==> src/rtl/core/twc_pkg.sv <==
`timescale 1ns / 1ps
// Shared constants, codes and controller/datapath interface types for the text window engine.
package twc_pkg;

   // Screen store geometry
   localparam int MAX_ROWS = 32;
   localparam int MAX_COLS = 128;
   localparam int ROW_W    = $clog2(MAX_ROWS);
   localparam int COL_W    = $clog2(MAX_COLS);
   localparam int ADDR_W   = ROW_W + COL_W;
   localparam int CELLS    = MAX_ROWS * MAX_COLS;

   // Row count and scroll modulus arithmetic (values 1 .. MAX_ROWS)
   localparam int RCNT_W    = ROW_W + 1;
   localparam int DIV_CNT_W = $clog2(RCNT_W);

   // Character and register widths
   localparam int CHAR_W      = 7;
   localparam int ROWS_CFG_W  = 6;
   localparam int COLS_CFG_W  = 8;
   localparam int CSR_IDX_W   = 3;
   localparam int CSR_DATA_W  = 8;

   // Register reset values
   localparam logic [CHAR_W-1:0]     RST_ERASE  = 7'd8;
   localparam logic [CHAR_W-1:0]     RST_WERASE = 7'd23;
   localparam logic [CHAR_W-1:0]     RST_KILL   = 7'd21;
   localparam logic [ROWS_CFG_W-1:0] RST_ROWS   = 6'd12;
   localparam logic [COLS_CFG_W-1:0] RST_COLS   = 8'd80;

   // Character codes
   localparam logic [CHAR_W-1:0] CH_TAB   = 7'd9;
   localparam logic [CHAR_W-1:0] CH_NL    = 7'd10;
   localparam logic [CHAR_W-1:0] CH_FF    = 7'd12;
   localparam logic [CHAR_W-1:0] CH_SPACE = 7'd32;
   localparam logic [CHAR_W-1:0] CH_CARET = 7'd94;
   localparam int                CTRL_MASK = 63;
   localparam int                GLYPH_OFS = 64;
   localparam int                TAB_STOP  = 8;

   typedef enum logic [CSR_IDX_W-1:0] {
      CSR_ERASE  = 3'd0,
      CSR_WERASE = 3'd1,
      CSR_KILL   = 3'd2,
      CSR_ROWS   = 3'd3,
      CSR_COLS   = 3'd4
   } twc_csr_idx_type;

   typedef enum logic [4:0] {
      S_INIT,
      S_IDLE,
      S_DECODE,
      S_RD_ISSUE,
      S_RD_CAP,
      S_ERASE,
      S_WE_RD,
      S_WE_CMP,
      S_WE_BLANK,
      S_KILL,
      S_PUT,
      S_TAB,
      S_CARET_CHK,
      S_DIV,
      S_COMMIT,
      S_BLANK_A,
      S_BLANK_B,
      S_DONE
   } twc_state_type;

   typedef enum logic [2:0] {
      ADDR_CLEAR,
      ADDR_READ,
      ADDR_CUR,
      ADDR_CUR_DEC,
      ADDR_SCAN_DEC,
      ADDR_BLANK
   } twc_addr_sel_type;

   typedef enum logic [1:0] {
      WD_SPACE,
      WD_CARET,
      WD_GLYPH,
      WD_CHAR
   } twc_wdata_sel_type;

   typedef enum logic [1:0] {
      COL_HOLD,
      COL_INC,
      COL_DEC,
      COL_ZERO
   } twc_col_op_type;

   typedef struct packed {
      logic              load_item;
      logic              mem_we;
      logic              mem_re;
      twc_addr_sel_type  addr_sel;
      twc_wdata_sel_type wdata_sel;
      twc_col_op_type    col_op;
      logic              row_commit;
      logic              div_start;
      logic              div_step;
      logic              clr_step;
      logic              blank_next;
      logic              bc_step;
      logic              scan_load;
      logic              scan_dec;
      logic              tgt_load;
      logic              second_set;
      logic              phase_set;
      logic              rd_cap;
      logic              emit;
   } twc_cmd_type;

   typedef struct packed {
      logic clr_last;
      logic is_read;
      logic is_nl;
      logic is_erase;
      logic is_werase;
      logic is_kill;
      logic is_ff;
      logic is_tab;
      logic is_ctrl;
      logic at_wrap;
      logic div_last;
      logic bc_last;
      logic scan_zero;
      logic col_gt_scan;
      logic col_lt_tgt;
      logic rd_space;
      logic second;
      logic phase;
   } twc_sts_type;

endpackage

==> src/rtl/core/twc_ctrl.sv <==
`timescale 1ns / 1ps
// Controller: sequences clearing, decoding, drawing, editing and scrolling for one word.
module twc_ctrl (
   input  logic                  clock,
   input  logic                  reset,
   input  logic                  req_valid,
   input  logic                  out_free,
   input  twc_pkg::twc_sts_type  sts,
   output logic                  req_stall,
   output twc_pkg::twc_cmd_type  cmd
);

   twc_pkg::twc_state_type state_ff, state_in;

   always_ff @(posedge clock) begin
      if (reset) begin
         state_ff <= twc_pkg::S_INIT;
      end else begin
         state_ff <= state_in;
      end
   end

   always_comb begin
      state_in  = state_ff;
      cmd       = '0;
      req_stall = (state_ff != twc_pkg::S_IDLE);
      unique case (state_ff)
         twc_pkg::S_INIT: begin
            cmd.mem_we    = 1'b1;
            cmd.addr_sel  = twc_pkg::ADDR_CLEAR;
            cmd.wdata_sel = twc_pkg::WD_SPACE;
            cmd.clr_step  = 1'b1;
            if (sts.clr_last) begin
               state_in = twc_pkg::S_IDLE;
            end
         end
         twc_pkg::S_IDLE: begin
            if (req_valid) begin
               cmd.load_item = 1'b1;
               state_in      = twc_pkg::S_DECODE;
            end
         end
         twc_pkg::S_DECODE: begin
            priority if (sts.is_read) begin
               state_in = twc_pkg::S_RD_ISSUE;
            end else if (sts.is_nl) begin
               cmd.div_start = 1'b1;
               state_in      = twc_pkg::S_DIV;
            end else if (sts.is_erase) begin
               state_in = twc_pkg::S_ERASE;
            end else if (sts.is_werase) begin
               cmd.scan_load = 1'b1;
               state_in      = twc_pkg::S_WE_RD;
            end else if (sts.is_kill) begin
               state_in = twc_pkg::S_KILL;
            end else if (sts.is_ff) begin
               state_in = twc_pkg::S_DONE;
            end else if (sts.at_wrap) begin
               cmd.div_start = 1'b1;
               state_in      = twc_pkg::S_DIV;
            end else begin
               state_in = twc_pkg::S_PUT;
            end
         end
         twc_pkg::S_RD_ISSUE: begin
            cmd.mem_re   = 1'b1;
            cmd.addr_sel = twc_pkg::ADDR_READ;
            state_in     = twc_pkg::S_RD_CAP;
         end
         twc_pkg::S_RD_CAP: begin
            cmd.rd_cap = 1'b1;
            state_in   = twc_pkg::S_DONE;
         end
         twc_pkg::S_ERASE: begin
            cmd.mem_we    = 1'b1;
            cmd.addr_sel  = twc_pkg::ADDR_CUR_DEC;
            cmd.wdata_sel = twc_pkg::WD_SPACE;
            cmd.col_op    = twc_pkg::COL_DEC;
            state_in      = twc_pkg::S_DONE;
         end
         twc_pkg::S_WE_RD: begin
            if (sts.scan_zero) begin
               state_in = twc_pkg::S_WE_BLANK;
            end else begin
               cmd.mem_re   = 1'b1;
               cmd.addr_sel = twc_pkg::ADDR_SCAN_DEC;
               state_in     = twc_pkg::S_WE_CMP;
            end
         end
         twc_pkg::S_WE_CMP: begin
            // first pass skips trailing spaces, second pass skips the word
            if (!sts.phase) begin
               cmd.scan_dec = 1'b1;
               cmd.phase_set = !sts.rd_space;
               state_in     = twc_pkg::S_WE_RD;
            end else if (!sts.rd_space) begin
               cmd.scan_dec = 1'b1;
               state_in     = twc_pkg::S_WE_RD;
            end else begin
               state_in = twc_pkg::S_WE_BLANK;
            end
         end
         twc_pkg::S_WE_BLANK: begin
            if (sts.col_gt_scan) begin
               cmd.mem_we    = 1'b1;
               cmd.addr_sel  = twc_pkg::ADDR_CUR_DEC;
               cmd.wdata_sel = twc_pkg::WD_SPACE;
               cmd.col_op    = twc_pkg::COL_DEC;
            end else begin
               state_in = twc_pkg::S_DONE;
            end
         end
         twc_pkg::S_KILL: begin
            cmd.mem_we    = 1'b1;
            cmd.addr_sel  = twc_pkg::ADDR_BLANK;
            cmd.wdata_sel = twc_pkg::WD_SPACE;
            cmd.bc_step   = 1'b1;
            if (sts.bc_last) begin
               cmd.col_op = twc_pkg::COL_ZERO;
               state_in   = twc_pkg::S_DONE;
            end
         end
         twc_pkg::S_PUT: begin
            priority if (sts.is_tab) begin
               cmd.tgt_load = 1'b1;
               state_in     = twc_pkg::S_TAB;
            end else if (sts.is_ctrl && !sts.second) begin
               cmd.mem_we     = 1'b1;
               cmd.addr_sel   = twc_pkg::ADDR_CUR;
               cmd.wdata_sel  = twc_pkg::WD_CARET;
               cmd.col_op     = twc_pkg::COL_INC;
               cmd.second_set = 1'b1;
               state_in       = twc_pkg::S_CARET_CHK;
            end else if (sts.is_ctrl) begin
               cmd.mem_we    = 1'b1;
               cmd.addr_sel  = twc_pkg::ADDR_CUR;
               cmd.wdata_sel = twc_pkg::WD_GLYPH;
               cmd.col_op    = twc_pkg::COL_INC;
               state_in      = twc_pkg::S_DONE;
            end else begin
               cmd.mem_we    = 1'b1;
               cmd.addr_sel  = twc_pkg::ADDR_CUR;
               cmd.wdata_sel = twc_pkg::WD_CHAR;
               cmd.col_op    = twc_pkg::COL_INC;
               state_in      = twc_pkg::S_DONE;
            end
         end
         twc_pkg::S_TAB: begin
            if (sts.col_lt_tgt) begin
               cmd.mem_we    = 1'b1;
               cmd.addr_sel  = twc_pkg::ADDR_CUR;
               cmd.wdata_sel = twc_pkg::WD_SPACE;
               cmd.col_op    = twc_pkg::COL_INC;
            end else begin
               state_in = twc_pkg::S_DONE;
            end
         end
         twc_pkg::S_CARET_CHK: begin
            if (sts.at_wrap) begin
               cmd.div_start = 1'b1;
               state_in      = twc_pkg::S_DIV;
            end else begin
               state_in = twc_pkg::S_PUT;
            end
         end
         twc_pkg::S_DIV: begin
            cmd.div_step = 1'b1;
            if (sts.div_last) begin
               state_in = twc_pkg::S_COMMIT;
            end
         end
         twc_pkg::S_COMMIT: begin
            cmd.row_commit = 1'b1;
            cmd.col_op     = twc_pkg::COL_ZERO;
            state_in       = twc_pkg::S_BLANK_A;
         end
         twc_pkg::S_BLANK_A: begin
            cmd.mem_we    = 1'b1;
            cmd.addr_sel  = twc_pkg::ADDR_BLANK;
            cmd.wdata_sel = twc_pkg::WD_SPACE;
            cmd.bc_step   = 1'b1;
            if (sts.bc_last) begin
               state_in = twc_pkg::S_BLANK_B;
            end
         end
         twc_pkg::S_BLANK_B: begin
            cmd.mem_we     = 1'b1;
            cmd.addr_sel   = twc_pkg::ADDR_BLANK;
            cmd.wdata_sel  = twc_pkg::WD_SPACE;
            cmd.blank_next = 1'b1;
            cmd.bc_step    = 1'b1;
            if (sts.bc_last) begin
               state_in = sts.is_nl ? twc_pkg::S_DONE : twc_pkg::S_PUT;
            end
         end
         twc_pkg::S_DONE: begin
            if (out_free) begin
               cmd.emit = 1'b1;
               state_in = twc_pkg::S_IDLE;
            end
         end
         default: begin
            state_in = twc_pkg::S_IDLE;
         end
      endcase
   end

endmodule

==> config.mk <==
export PLATFORM = sky130hd
export DESIGN_NAME = twc_ctrl
export DESIGN_NICKNAME = d
export VERILOG_FILES = /design/src/rtl/core/twc_pkg.sv /design/src/rtl/core/twc_ctrl.sv
export SDC_FILE = /design/constraint.sdc
export NUM_CORES = 1
export LEC_CHECK = 0
export ABC_AREA = 1
export BUFFER_PORTS_ARGS = -buffer_cell sky130_fd_sc_hd__buf_2
export CAP_MARGIN = 10
export CORE_MARGIN = 4
export CORE_UTILIZATION = 45
export DETAILED_ROUTE_END_ITERATION = 6
export PLACE_DENSITY = 0.85
export SLEW_MARGIN = 20
export SYNTH_ARGS = -nofsm -noshare
export SYNTH_HDL_FRONTEND = slang
export SYNTH_SLANG_ARGS = --single-unit
export TNS_END_PERCENT = 20
==> constraint.sdc <==
create_clock -name clock -period 2.2 [get_ports clock]
set_input_delay 0.44 -clock clock [delete_from_list [all_inputs] [get_ports clock]]
set_output_delay 0.44 -clock clock [all_outputs]
set_load 0.05 [all_outputs]
======== Yosys cells after proc, flatten, opt, wreduce, memory -nomap -nowiden ========
Cells that the tools add are included.
operators by class
  add/subtract/negate cells ............... 0
  multiply operators ...................... 0
  div/mod/pow operators ................... 0
  magnitude comparators ................... 0
  equal/unequal tests ..................... 27
  shift-type cells ........................ 0
  multiplexer cells ....................... 70
  bitwise operators ....................... 0
  reductions and logical operators ........ 8
operator list
  kind                                                  number
  two-way mux 5 bit                                     19
  case mux 5 bit (17 select lines)                      1
  equality test 5 x 4 -> 1 bit (second input constant)  8
  two-way mux 1 bit                                     33
  case mux 3 bit (7 select lines)                       1
  equality test 5 x 3 -> 1 bit (second input constant)  4
  two-way mux 6 bit                                     3
  != test 2 bit (second input constant)                 9
  two-way mux 4 bit                                     4
  case mux 2 bit (6 select lines)                       1
  equality test 5 x 2 -> 1 bit (second input constant)  2
  equality test 5 bit (second input constant)           2
  AND reduction 9 bit                                   1
  two-way mux 3 bit                                     2
  case mux 2 bit (3 select lines)                       1
  equality test 5 x 1 -> 1 bit (second input constant)  1
  logical NOT 5 bit                                     1
  != test 5 x 1 -> 1 bit (second input constant)        1
  OR reduction 5 bit                                    1
  two-way mux 2 bit                                     2
  case mux 1 bit (2 select lines)                       2
  case mux 1 bit (4 select lines)                       1
  OR reduction 3 bit                                    1
  logical NOT 1 bit                                     2
  2 further kinds                                       2
word-level totals
  flip-flop bits (word level) ............. 5
  latch bits .............................. 0
  memory bits (writable) .................. 0
  ROM bits ................................ 0
  input bits .............................. 22
  output and inout port bits .............. 24
  logic and storage cells ................. 106
  memories kept ........................... 0

======== Logic depth before layout (Yosys ltp) ========
Gate-level depths: netlist of the first run.
  word-level depth ........................ 8
  gate-level depth with buffers ........... 11
  gate-level depth less buffers ........... 11

======== Worst setup path before layout of the first run ========
OpenSTA, ideal clock, no wires.
  path kind ............................... flip-flop to output port
  from .................................... register state_ff[3]
  to ...................................... output cmd[22] (netlist bit)
  arrival time ............................ 1.817 ns
  data required time ...................... 1.760 ns
  path slack .............................. -0.057 ns
  cell stages (with the launch flop) ...... 5
  cells stage by stage .................... dfxtp_1 nor2_1 buf_2 nand2_1 nor2_1
RTL lines
  what                    line            RTL
  start, declared         twc_ctrl.sv:13  twc_pkg::twc_state_type state_ff, state_in;
  start signal, assigned  twc_ctrl.sv:17  state_ff <= twc_pkg::S_INIT;
  start signal, assigned  twc_ctrl.sv:19  state_ff <= state_in;
  end, declared           twc_ctrl.sv:10  output twc_pkg::twc_cmd_type cmd

==> summary.txt, run 1 <==
Outcome
  • Outcome: completed

GRT
  • Vias in the first global route: 1225
  • Overflow after GRT: 0
  • Largest net degree at the start of global routing: 12
  • Global-route wire length before repair: 4920 um
  • GRT Total Usage: 22.0%
  • Initial antenna violation count: 0

Timing
  • Crit path time final: 2.10 ns
  • Final setup viols: 0
  • Final worst slack: 0.104 ns
  • Fin. Hold Viols: 0
  • Max-slew headroom: 81.4%
  • Count of pins over their slew limit: 0
  • Final period utilization: 95.3%
  • RSZ-0062 raised after global routing: true
  • Worst-Margin Slew: 0.278 ns
  • Setup TNS Final: 0 ns
  • Max Fclk: 477 MHz
  • Clock Skews: 0.00956 ns

Pwr
  • Final Total Pwr: 1.13 mW
  • Max rail drop VDD: 0.000664 V
  • Comb pwr share: 76.1%
  • Total internal power: 0.412 mW
  • Sw power: 0.721 mW
  • Power density over the cells: 886 mW/mm^2
  • Switching share of total power: 63.7%
  • Share of power burned in registers: 14.4%
  • Lkg Pwr: 0.872 nW
  • Clock Power Share: 9.4%

Synth
  • Post-Syn Instances: 203
  • Syn nets: 225
  • Netlist Area Pre-Place: 966 sq um
  • Synthesis warning total: 0
  • Sequential area share after synthesis: 10.4%
  • Synth Register Bits: 5
  • Synth Area per Inst: 4.76 sq um
  • Post-synthesis cell type count: 17

Detailed routing
  • Vias: 1425
  • Routed len/inst: 11.1 um
  • DRT iter0 DRCs: 67
  • Final antenna-violating net count: 0
  • DR DRC count: 0
  • Drt via density: 5.13
  • Drt pass-1 iters: 4
  • Routed Wire Length: 3090 um

CTS
  • CTS tree: done
  • PostCTS Resize Cnt: 0
  • Root Buffer: clkbuf_4
  • Worst-case clock buffer depth: 2
  • Clk slew on worst S/H paths: 0.05 ns
  • Hold_buf cts: 0
  • Skew-Pair Late Insertion Delay: 0.25 ns
  • Cts bufs inserted: 3
  • Setup Fix Bufs, Post-CTS: 0
  • Clock Sinks: 5
  • H-tree levels: 1

Floorplan
  • Die area: 0.00295 sq mm
  • Die Wd: 54.3 um
  • Placement Rows: 16
  • Initial Util: 48.2%
  • Ports: 46
  • Die Ht: 54.3 um
  • Core footprint: 0.00200 sq mm

Setup path
  • Crit-path most repeated cell: nand2_1
  • R2r setup slk: 0.59 ns
  • Setup crit start kind: register
  • Req. time, crit path: 1.76 ns
  • Critical path endpoint category: primary output
  • Critical Path Stages: 7
  • Critical Path End: cmd[17]
  • Worst path slowest cell: dfxtp_1
  • CP bufs+invs: 2
  • CP peak stage delay: 0.46 ns
  • CP top delay family: simple AND/OR/NAND/NOR gates
  • CP max FO: 6
  • Crit-path cells: nand2_1 > nor2_2 > nand2_1 > nand3_2 > inv_1 > nand3_1 > buf_2
  • CP startpoint: state_ff[0]
  • Reg2Reg Depth: 9
  • Crit Path Category: reg -> out
  • WP data arrival: 1.66 ns
  • Reg-to-Reg End: state_ff[0]
  • Worst r2r src: state_ff[4]

Cells and area
  • Commonest non-fill, non-tap cell in the layout: nand2_1
  • Most frequent cells in the layout: nand2_1, buf_2, nor2_1
  • Final core area utilization: 63.9%
  • Final instance area: 0.00128 sq mm
  • Biggest regs: state_ff: 5 flops
  • # diodes: 0
  • Share of layout cells above drive strength 1: 27.9%
  • Largest reg by FF count: state_ff
  • Final Net Count: 274
  • Synthesis-to-finish area growth: 32.4%
  • Max FFs per register: 5

Placement
  • Placed Area: 0.00122 sq mm
  • HPWL after DPL: 2590 um
  • GP Congestion: 0.989
  • Dpl ws: 0.339 ns
  • I/O Buffers: 45

Run
  • Max_cap viols: 0

Worst hold path
  • Min-delay worst type: in -> reg
## worst min-delay path by stage
stage          slack (ns)         from  depth (start not counted)     endpoint
6_report             0.40        reset                          2  state_ff[4]
5_1_grt              0.41        reset                          2  state_ff[4]
4_1_cts              0.40        reset                          2  state_ff[4]
3_5_place_dp         0.53  state_ff[1]                          2  state_ff[1]
3_3_place_gp         0.53  state_ff[1]                          2  state_ff[1]
2_1_floorplan        0.50  state_ff[1]                          2  state_ff[1]
## synthesized netlist by cell type (all sizes together)
master | n | area, sq um
dfxtp | 5 | 100
o21ai | 3 | 15.0
clkinv | 1 | 3.75
nor3 | 3 | 15.0
nand2 | 68 | 260
inv | 33 | 124
buf | 2 | 12.5
nand3 | 26 | 145
nand4 | 7 | 43.8
nand3b | 3 | 22.5
nor2 | 43 | 179
a21oi | 9 | 45.0
## worst reg2reg max path, stage by stage (launching register included)
cell and delay (ns):
dfxtp_2 0.48, inv_2 0.14, nand3_1 0.14, nor2_1 0.06, nor2_1 0.12, nand3_1 0.09
nor2_2 0.24, nand2_1 0.08, nor2_1 0.12, nor2_1 0.05
## metrics by stage
step / hold slack (ns) / instances
6_report: 0.397 / 278
5_1_grt: 0.407 / 278
4_1_cts: 0.404 / 278
3_5_place_dp: 0.534 / 274
3_3_place_gp: 0.525 / 274
2_1_floorplan: 0.500 / 203
## final cells by class
class                           instances  area [sq um]
Tap cell                               27          33.8
Sequential cell                         5           103
Multi-Input combinational cell        162           743
Fill cell                             225           723
Clock buffer                            4          26.3
Inverter                               34           128
Timing Repair Buffer                   46           245
## layer usage
metal	vias up	GRT usage [%]	part of all wire, %
li1	734	-	-
met5	-	0	0
met4	0	6.64	0.94
met3	4	3.27	11
met2	73	36.9	45
met1	614	28.7	42
## power groups by stage
stage          sequential [mW]  combinational (mW)  clock (mW)
6_report                 0.164               0.863       0.107
5_1_grt                  0.167               0.945       0.111
4_1_cts                  0.153               0.835       0.109
3_5_place_dp             0.154               0.834           0
3_3_place_gp             0.153               0.834           0
2_1_floorplan            0.142               0.655           0
## cells by family after synthesis
group                  count (synthesis)  synth area share [%]
AND/OR/NAND/NOR                      150                  68.9
buffers and inverters                 36                  14.5
AO/OA/AOI/OAI                         12                  6.22
flip-flops                             5                  10.4
Power figures use the tool's default switching activity.
==> inputs of run 2 (changes only) <==
CORE_ASPECT_RATIO = 1.4   (was unset)
REMOVE_ABC_BUFFERS = 1   (was unset)
SLEW_MARGIN = unset   (was 20)
==> run 2 against run 1 <==
Sequential share of layout area about the same. Combinational power decreased by 2%. Setup slack improved by 0.021 ns. First-iteration DRC count decreased by 15%. Non-clock buffer count unchanged. Sequential power decreased by 5%. Worst hold slack improved by 0.015 ns. Clock-buffer cell count unchanged. Critical path type unchanged. Highest routed layer unchanged.
==> summary.txt, run 2 (synthesis results as in run 1) <==
Detailed routing
  • Routed Wire Length: 3010 um (-2.7%)
  • Vias: 1388 (-2.6%)
  • Final antenna-violating net count: 0 (unchanged)
  • Drt pass-1 iters: 5 (+1)
  • DR DRC count: 0 (unchanged)
  • DRT iter0 DRCs: 57 (-15%)
  • Drt via density: 5.10 (-0.45%)
  • Routed len/inst: 11.0 um (-0.54%)

CTS
  • Clk slew on worst S/H paths: 0.04 ns (about the same)
  • CTS tree: done
  • Clock Sinks: 5 (unchanged)
  • Worst-case clock buffer depth: 2 (unchanged)
  • Cts bufs inserted: 3 (unchanged)
  • Root Buffer: clkbuf_4
  • Skew-Pair Late Insertion Delay: 0.23 ns (-0.02 ns)
  • PostCTS Resize Cnt: 0 (unchanged)
  • Setup Fix Bufs, Post-CTS: 0 (unchanged)
  • H-tree levels: 1 (unchanged)
  • Hold_buf cts: 0 (unchanged)

Timing
  • Hold_ws: 0.412 ns (+0.0147 ns)
  • Count of pins over their slew limit: 0 (unchanged)
  • Clock Skews: 0.00219 ns (-0.00737 ns)
  • Fin. Hold Viols: 0 (unchanged)
  • Max Fclk: 482 MHz (+1.0%)
  • Setup TNS Final: 0 ns (unchanged)
  • Final period utilization: 94.3% (-0.97 points)
  • Worst-Margin Slew: 0.387 ns (+0.109 ns)
  • Max-slew headroom: 74.2% (-7.3 points)
  • Final worst slack: 0.126 ns (+0.0214 ns)
  • Crit path time final: 2.07 ns (-0.0214 ns)
  • RSZ-0062 raised after global routing: true
  • Final setup viols: 0 (unchanged)

Placement
  • GP Congestion: 0.942 (-4.8%)
  • Placed Area: 0.00121 sq mm (-0.82%)
  • HPWL after DPL: 2530 um (-2.6%)
  • Dpl ws: 0.297 ns (-0.0419 ns)
  • Placed Cells: 268 (-2.2%)
  • I/O Buffers: 45 (unchanged)

Setup path
  • CP startpoint: state_ff[0]
  • R2r setup slk: 0.63 ns (+0.04 ns)
  • Setup crit start kind: register
  • Req. time, crit path: 1.76 ns (about the same)
  • WP data arrival: 1.63 ns (-0.03 ns)
  • CP max FO: 10 (+4)
  • Crit Path Category: reg -> out
  • Critical path endpoint category: primary output
  • Worst r2r src: state_ff[2]

Cells and area
  • Synthesis-to-finish area growth: 30.7%
  • Max FFs per register: 5 (unchanged)
  • Biggest regs: state_ff: 5 flops
  • Finished Layout Cells: 272 (-2.2%)
  • # fillers: 207 (-8.0%)
  • Final instance area: 0.00126 sq mm (-1.3%)
  • # diodes: 0 (unchanged)
  • Final core area utilization: 63.2% (-0.65 points)
  • Share of layout cells above drive strength 1: 27.5% (-0.40 points)
  • Final Net Count: 274 (unchanged)
  • Largest reg by FF count: state_ff
  • Most frequent cells in the layout: nand2_1, buf_2, nor2_1
  • Commonest non-fill, non-tap cell in the layout: nand2_1

GRT
  • GRT Total Usage: 21.3% (-0.71 points)
  • Vias in the first global route: 1253 (+2.3%)
  • Initial antenna violation count: 0 (unchanged)
  • Global-route wire length before repair: 4880 um (-0.83%)
  • Overflow after GRT: 0 (unchanged)
  • Largest net degree at the start of global routing: 12 (unchanged)

Pwr
  • Max rail drop VDD: 0.000548 V (-17%)
  • Lkg Pwr: 0.870 nW (-0.17%)
  • Power density over the cells: 876 mW/mm^2 (-1.2%)
  • Final Total Pwr: 1.11 mW (-2.5%)

Worst hold path
  • Min-delay worst type: in -> reg
  • Min-delay src: reset

Floorplan
  • Die Ht: 62.8 um (+16%)
  • Core footprint: 0.00200 sq mm (-0.25%)
  • Placement Rows: 19 (+3)
  • Ports: 46 (unchanged)
  • Initial Util: 48.4% (+0.12 points)
  • Die area: 0.00296 sq mm (+0.36%)
  • Die Wd: 47.2 um (-13%)

Run
  • Max_cap viols: 0 (unchanged)

Outcome
  • Outcome: completed
run 2: cell count changes in the layout (fill, tap and decap cells not counted), sizes merged:
cell    change
buf         +1
clkbuf      -1
run 2: cell type report:
type                            instances  area, sq um  area share, %
Timing Repair Buffer                   46          243           19.2
Multi-Input combinational cell        162          738           58.5
Inverter                               34          128           10.1
Clock buffer                            4         26.3           2.08
Sequential cell                         5          101           8.03
Tap cell                               21         26.3           2.08
run 2: final timing paths:
check | to | depth (start not counted)
hold / removal | state_ff[4] | 2
hold reg to reg | state_ff[1] | 2
setup / recovery | cmd[17] | 6
setup reg to reg | state_ff[0] | 10
run 2: metal layers:
layer	share of wire, %	GRT usage (%)
met1	40	25.9
met2	50	35.2
met4	1.8	8.30
met5	0	0
met3	8.3	3.46
run 2: power by group:
part | internal, mW | switching, mW | total, mW
combinational | 0.216 | 0.632 | 0.848
clock | 0.0684 | 0.0343 | 0.103
sequential | 0.114 | 0.0404 | 0.155
run 2: worst max-delay path, stage by stage, from the launching register on:
cell and delay, ns:
dfxtp_1 0.35, nor2_2 0.35, nand3_2 0.17, nand3_2 0.14
inv_1 0.06, nand3_1 0.07, buf_2 0.26
==> inputs of run 3 (changes only) <==
clock period = 2.7 ns   (was 2.2 ns; I/O delays follow)
==> run 3 against run 2 <==
Critical path depth is the same. First-iteration DRC count shrank 8.8%. Sequential power shrank 19%. Global-route usage shrank 0.68 points. Cell count is the same. Core utilization shrank 1.2 points. Total power shrank 19%. Via count grew 0.29%. Worst hold slack gained 0.12 ns. Critical endpoint unchanged. Largest cell class unchanged. Largest power group unchanged. Highest routed layer unchanged.
==> summary.txt, run 3 (synthesis results as in run 1) <==
Detailed routing
  • DR DRC count: 0 (unchanged)
  • Routed Wire Length: 2970 um (-1.3%)
  • DRT iter0 DRCs: 52 (-8.8%)
  • Vias: 1392 (+0.29%)
  • Final antenna-violating net count: 0 (unchanged)
  • Routed len/inst: 10.9 um (-1.3%)
  • Drt pass-1 iters: 4 (-1)
  • Drt via density: 5.12 (+0.29%)

Cells and area
  • Max FFs per register: 5 (unchanged)
  • Largest reg by FF count: state_ff
  • Final Net Count: 274 (unchanged)
  • Biggest regs: state_ff: 5 flops
  • Commonest non-fill, non-tap cell in the layout: nand2_1
  • # diodes: 0 (unchanged)
  • Share of layout cells above drive strength 1: 25.9% (-1.6 points)
  • Synthesis-to-finish area growth: 28.2%
  • # fillers: 221 (+6.8%)
  • Most frequent cells in the layout: nand2_1, buf_2, nor2_1

Setup path
  • Req. time, crit path: 2.16 ns (+0.40 ns)
  • Crit-path most repeated cell: nand3_2
  • Setup crit start kind: register
  • Reg-to-Reg End: state_ff[0]
  • Crit-path cells: nor2_2 > nand3_2 > nand3_2 > inv_1 > nand3_1 > buf_2
  • Critical path endpoint category: primary output
  • Worst r2r src: state_ff[4]
  • CP peak stage delay: 0.38 ns (+0.03 ns)
  • Critical Path End: cmd[17]
  • CP startpoint: state_ff[0]
  • Critical Path Stages: 6 (unchanged)
  • WP data arrival: 1.69 ns (+0.06 ns)
  • Reg2Reg Depth: 9 (-1)
  • CP top delay family: simple AND/OR/NAND/NOR gates
  • Crit Path Category: reg -> out
  • R2r setup slk: 0.94 ns (+0.31 ns)
  • CP max FO: 10 (unchanged)
  • CP bufs+invs: 2 (unchanged)
  • Worst path slowest cell: nor2_2

CTS
  • Cts bufs inserted: 3 (unchanged)
  • CTS tree: done
  • Skew-Pair Late Insertion Delay: 0.24 ns (about the same)
  • Hold_buf cts: 0 (unchanged)
  • Clock Sinks: 5 (unchanged)
  • Clk slew on worst S/H paths: 0.05 ns (about the same)
  • Root Buffer: clkbuf_4
  • H-tree levels: 1 (unchanged)
  • Worst-case clock buffer depth: 2 (unchanged)
  • PostCTS Resize Cnt: 0 (unchanged)
  • Setup Fix Bufs, Post-CTS: 0 (unchanged)

Timing
  • Count of pins over their slew limit: 0 (unchanged)
  • RSZ-0062 raised after global routing: false
  • Clock Skews: 0.00618 ns (+0.00399 ns)
  • Max-slew headroom: 70.2% (-4.0 points)
  • Final setup viols: 0 (unchanged)
  • Setup TNS Final: 0 ns (unchanged)
  • Max Fclk: 447 MHz
  • Crit path time final: 2.23 ns
  • Fin. Hold Viols: 0 (unchanged)
  • Final period utilization: 82.8%
  • Worst-Margin Slew: 0.447 ns (+0.0596 ns)

GRT
  • GR peak layer: met2
  • Vias in the first global route: 1244 (-0.72%)
  • GRT Total Usage: 20.6% (-0.68 points)
  • M1 GR Usage: 24.3% (-1.6 points)
  • Initial antenna violation count: 0 (unchanged)
  • Largest net degree at the start of global routing: 12 (unchanged)
  • Global-route wire length before repair: 4740 um (-2.8%)
  • Met2 usage: 35.2% (unchanged)
  • GR met3 Demand/Resource: 2.88% (-0.58 points)
  • Overflow after GRT: 0 (unchanged)

Pwr
  • Lkg Pwr: 0.871 nW (+0.15%)
  • Max rail drop VDD: 0.000493 V (-10%)
  • Power density over the cells: 719 mW/mm^2 (-18%)
  • Final Total Pwr: 0.891 mW (-19%)

Floorplan
  • Initial Util: 48.4% (unchanged)
  • Ports: 46 (unchanged)
  • Placement Rows: 19 (unchanged)
  • Die Wd: 47.2 um (unchanged)
  • Core footprint: 0.00200 sq mm (unchanged)
  • Die area: 0.00296 sq mm (unchanged)
  • Die Ht: 62.8 um (unchanged)

Worst hold path
  • Min-delay worst type: in -> reg

Placement
  • I/O Buffers: 45 (unchanged)
  • GP Congestion: 0.924 (-1.9%)
  • HPWL after DPL: 2550 um (+0.97%)

Outcome
  • Outcome: completed

Run
  • Max_cap viols: 0 (unchanged)
## run 3: where the power goes
group          total, mW  switching [mW]  internal (mW)
combinational      0.681           0.509          0.172
clock             0.0840          0.0283         0.0557
sequential         0.126          0.0329         0.0928
total              0.891           0.571          0.320
## run 3: final cells by class
class	instances	area, sq um	area share [%]
Tap cell	21	26.3	2.12
Multi-Input combinational cell	162	726	58.6
Sequential cell	5	100	8.08
Timing Repair Buffer	46	233	18.8
Inverter	34	128	10.3
Clock buffer	4	26.3	2.12
## run 3: worst min path at each step
| stage | cells after the start | slack (ns) | end | startpoint |
|---|---|---|---|---|
| after detailed placement | 2 | 0.53 | state_ff[1] | state_ff[1] |
| after global placement | 2 | 0.53 | state_ff[3] | state_ff[3] |
| after CTS | 2 | 0.52 | state_ff[4] | reset |
| final | 2 | 0.53 | state_ff[4] | reset |
| after global routing | 2 | 0.53 | state_ff[4] | reset |
| after floorplan | 2 | 0.50 | state_ff[1] | state_ff[1] |
## run 3: stage by stage
stage               std cells  hold slack, ns  utilization (%)  setup slack [ns]  instance area (sq um)
finish                    272           0.529             62.0             0.465                   1240
global placement          268           0.532             60.7             0.741                   1210
CTS                       272           0.521             62.0             0.461                   1240
floorplan                 201           0.500                -             0.136                    953
detailed placement        268           0.528             60.7             0.726                   1210
global route              272           0.527             62.0             0.329                   1240
## run 3: routing by layer
layer	vias up	routed length, um
met5	-	0
met4	0	81
met3	12	254
met2	66	1490
met1	582	1140
li1	732	-
## run 3: worst reg2reg max path, delay by kind of cell (launching register included)
family | cells | cell delay (ns)
DFF | 1 | 0.59
and+or+nand+nor | 9 | 1.06
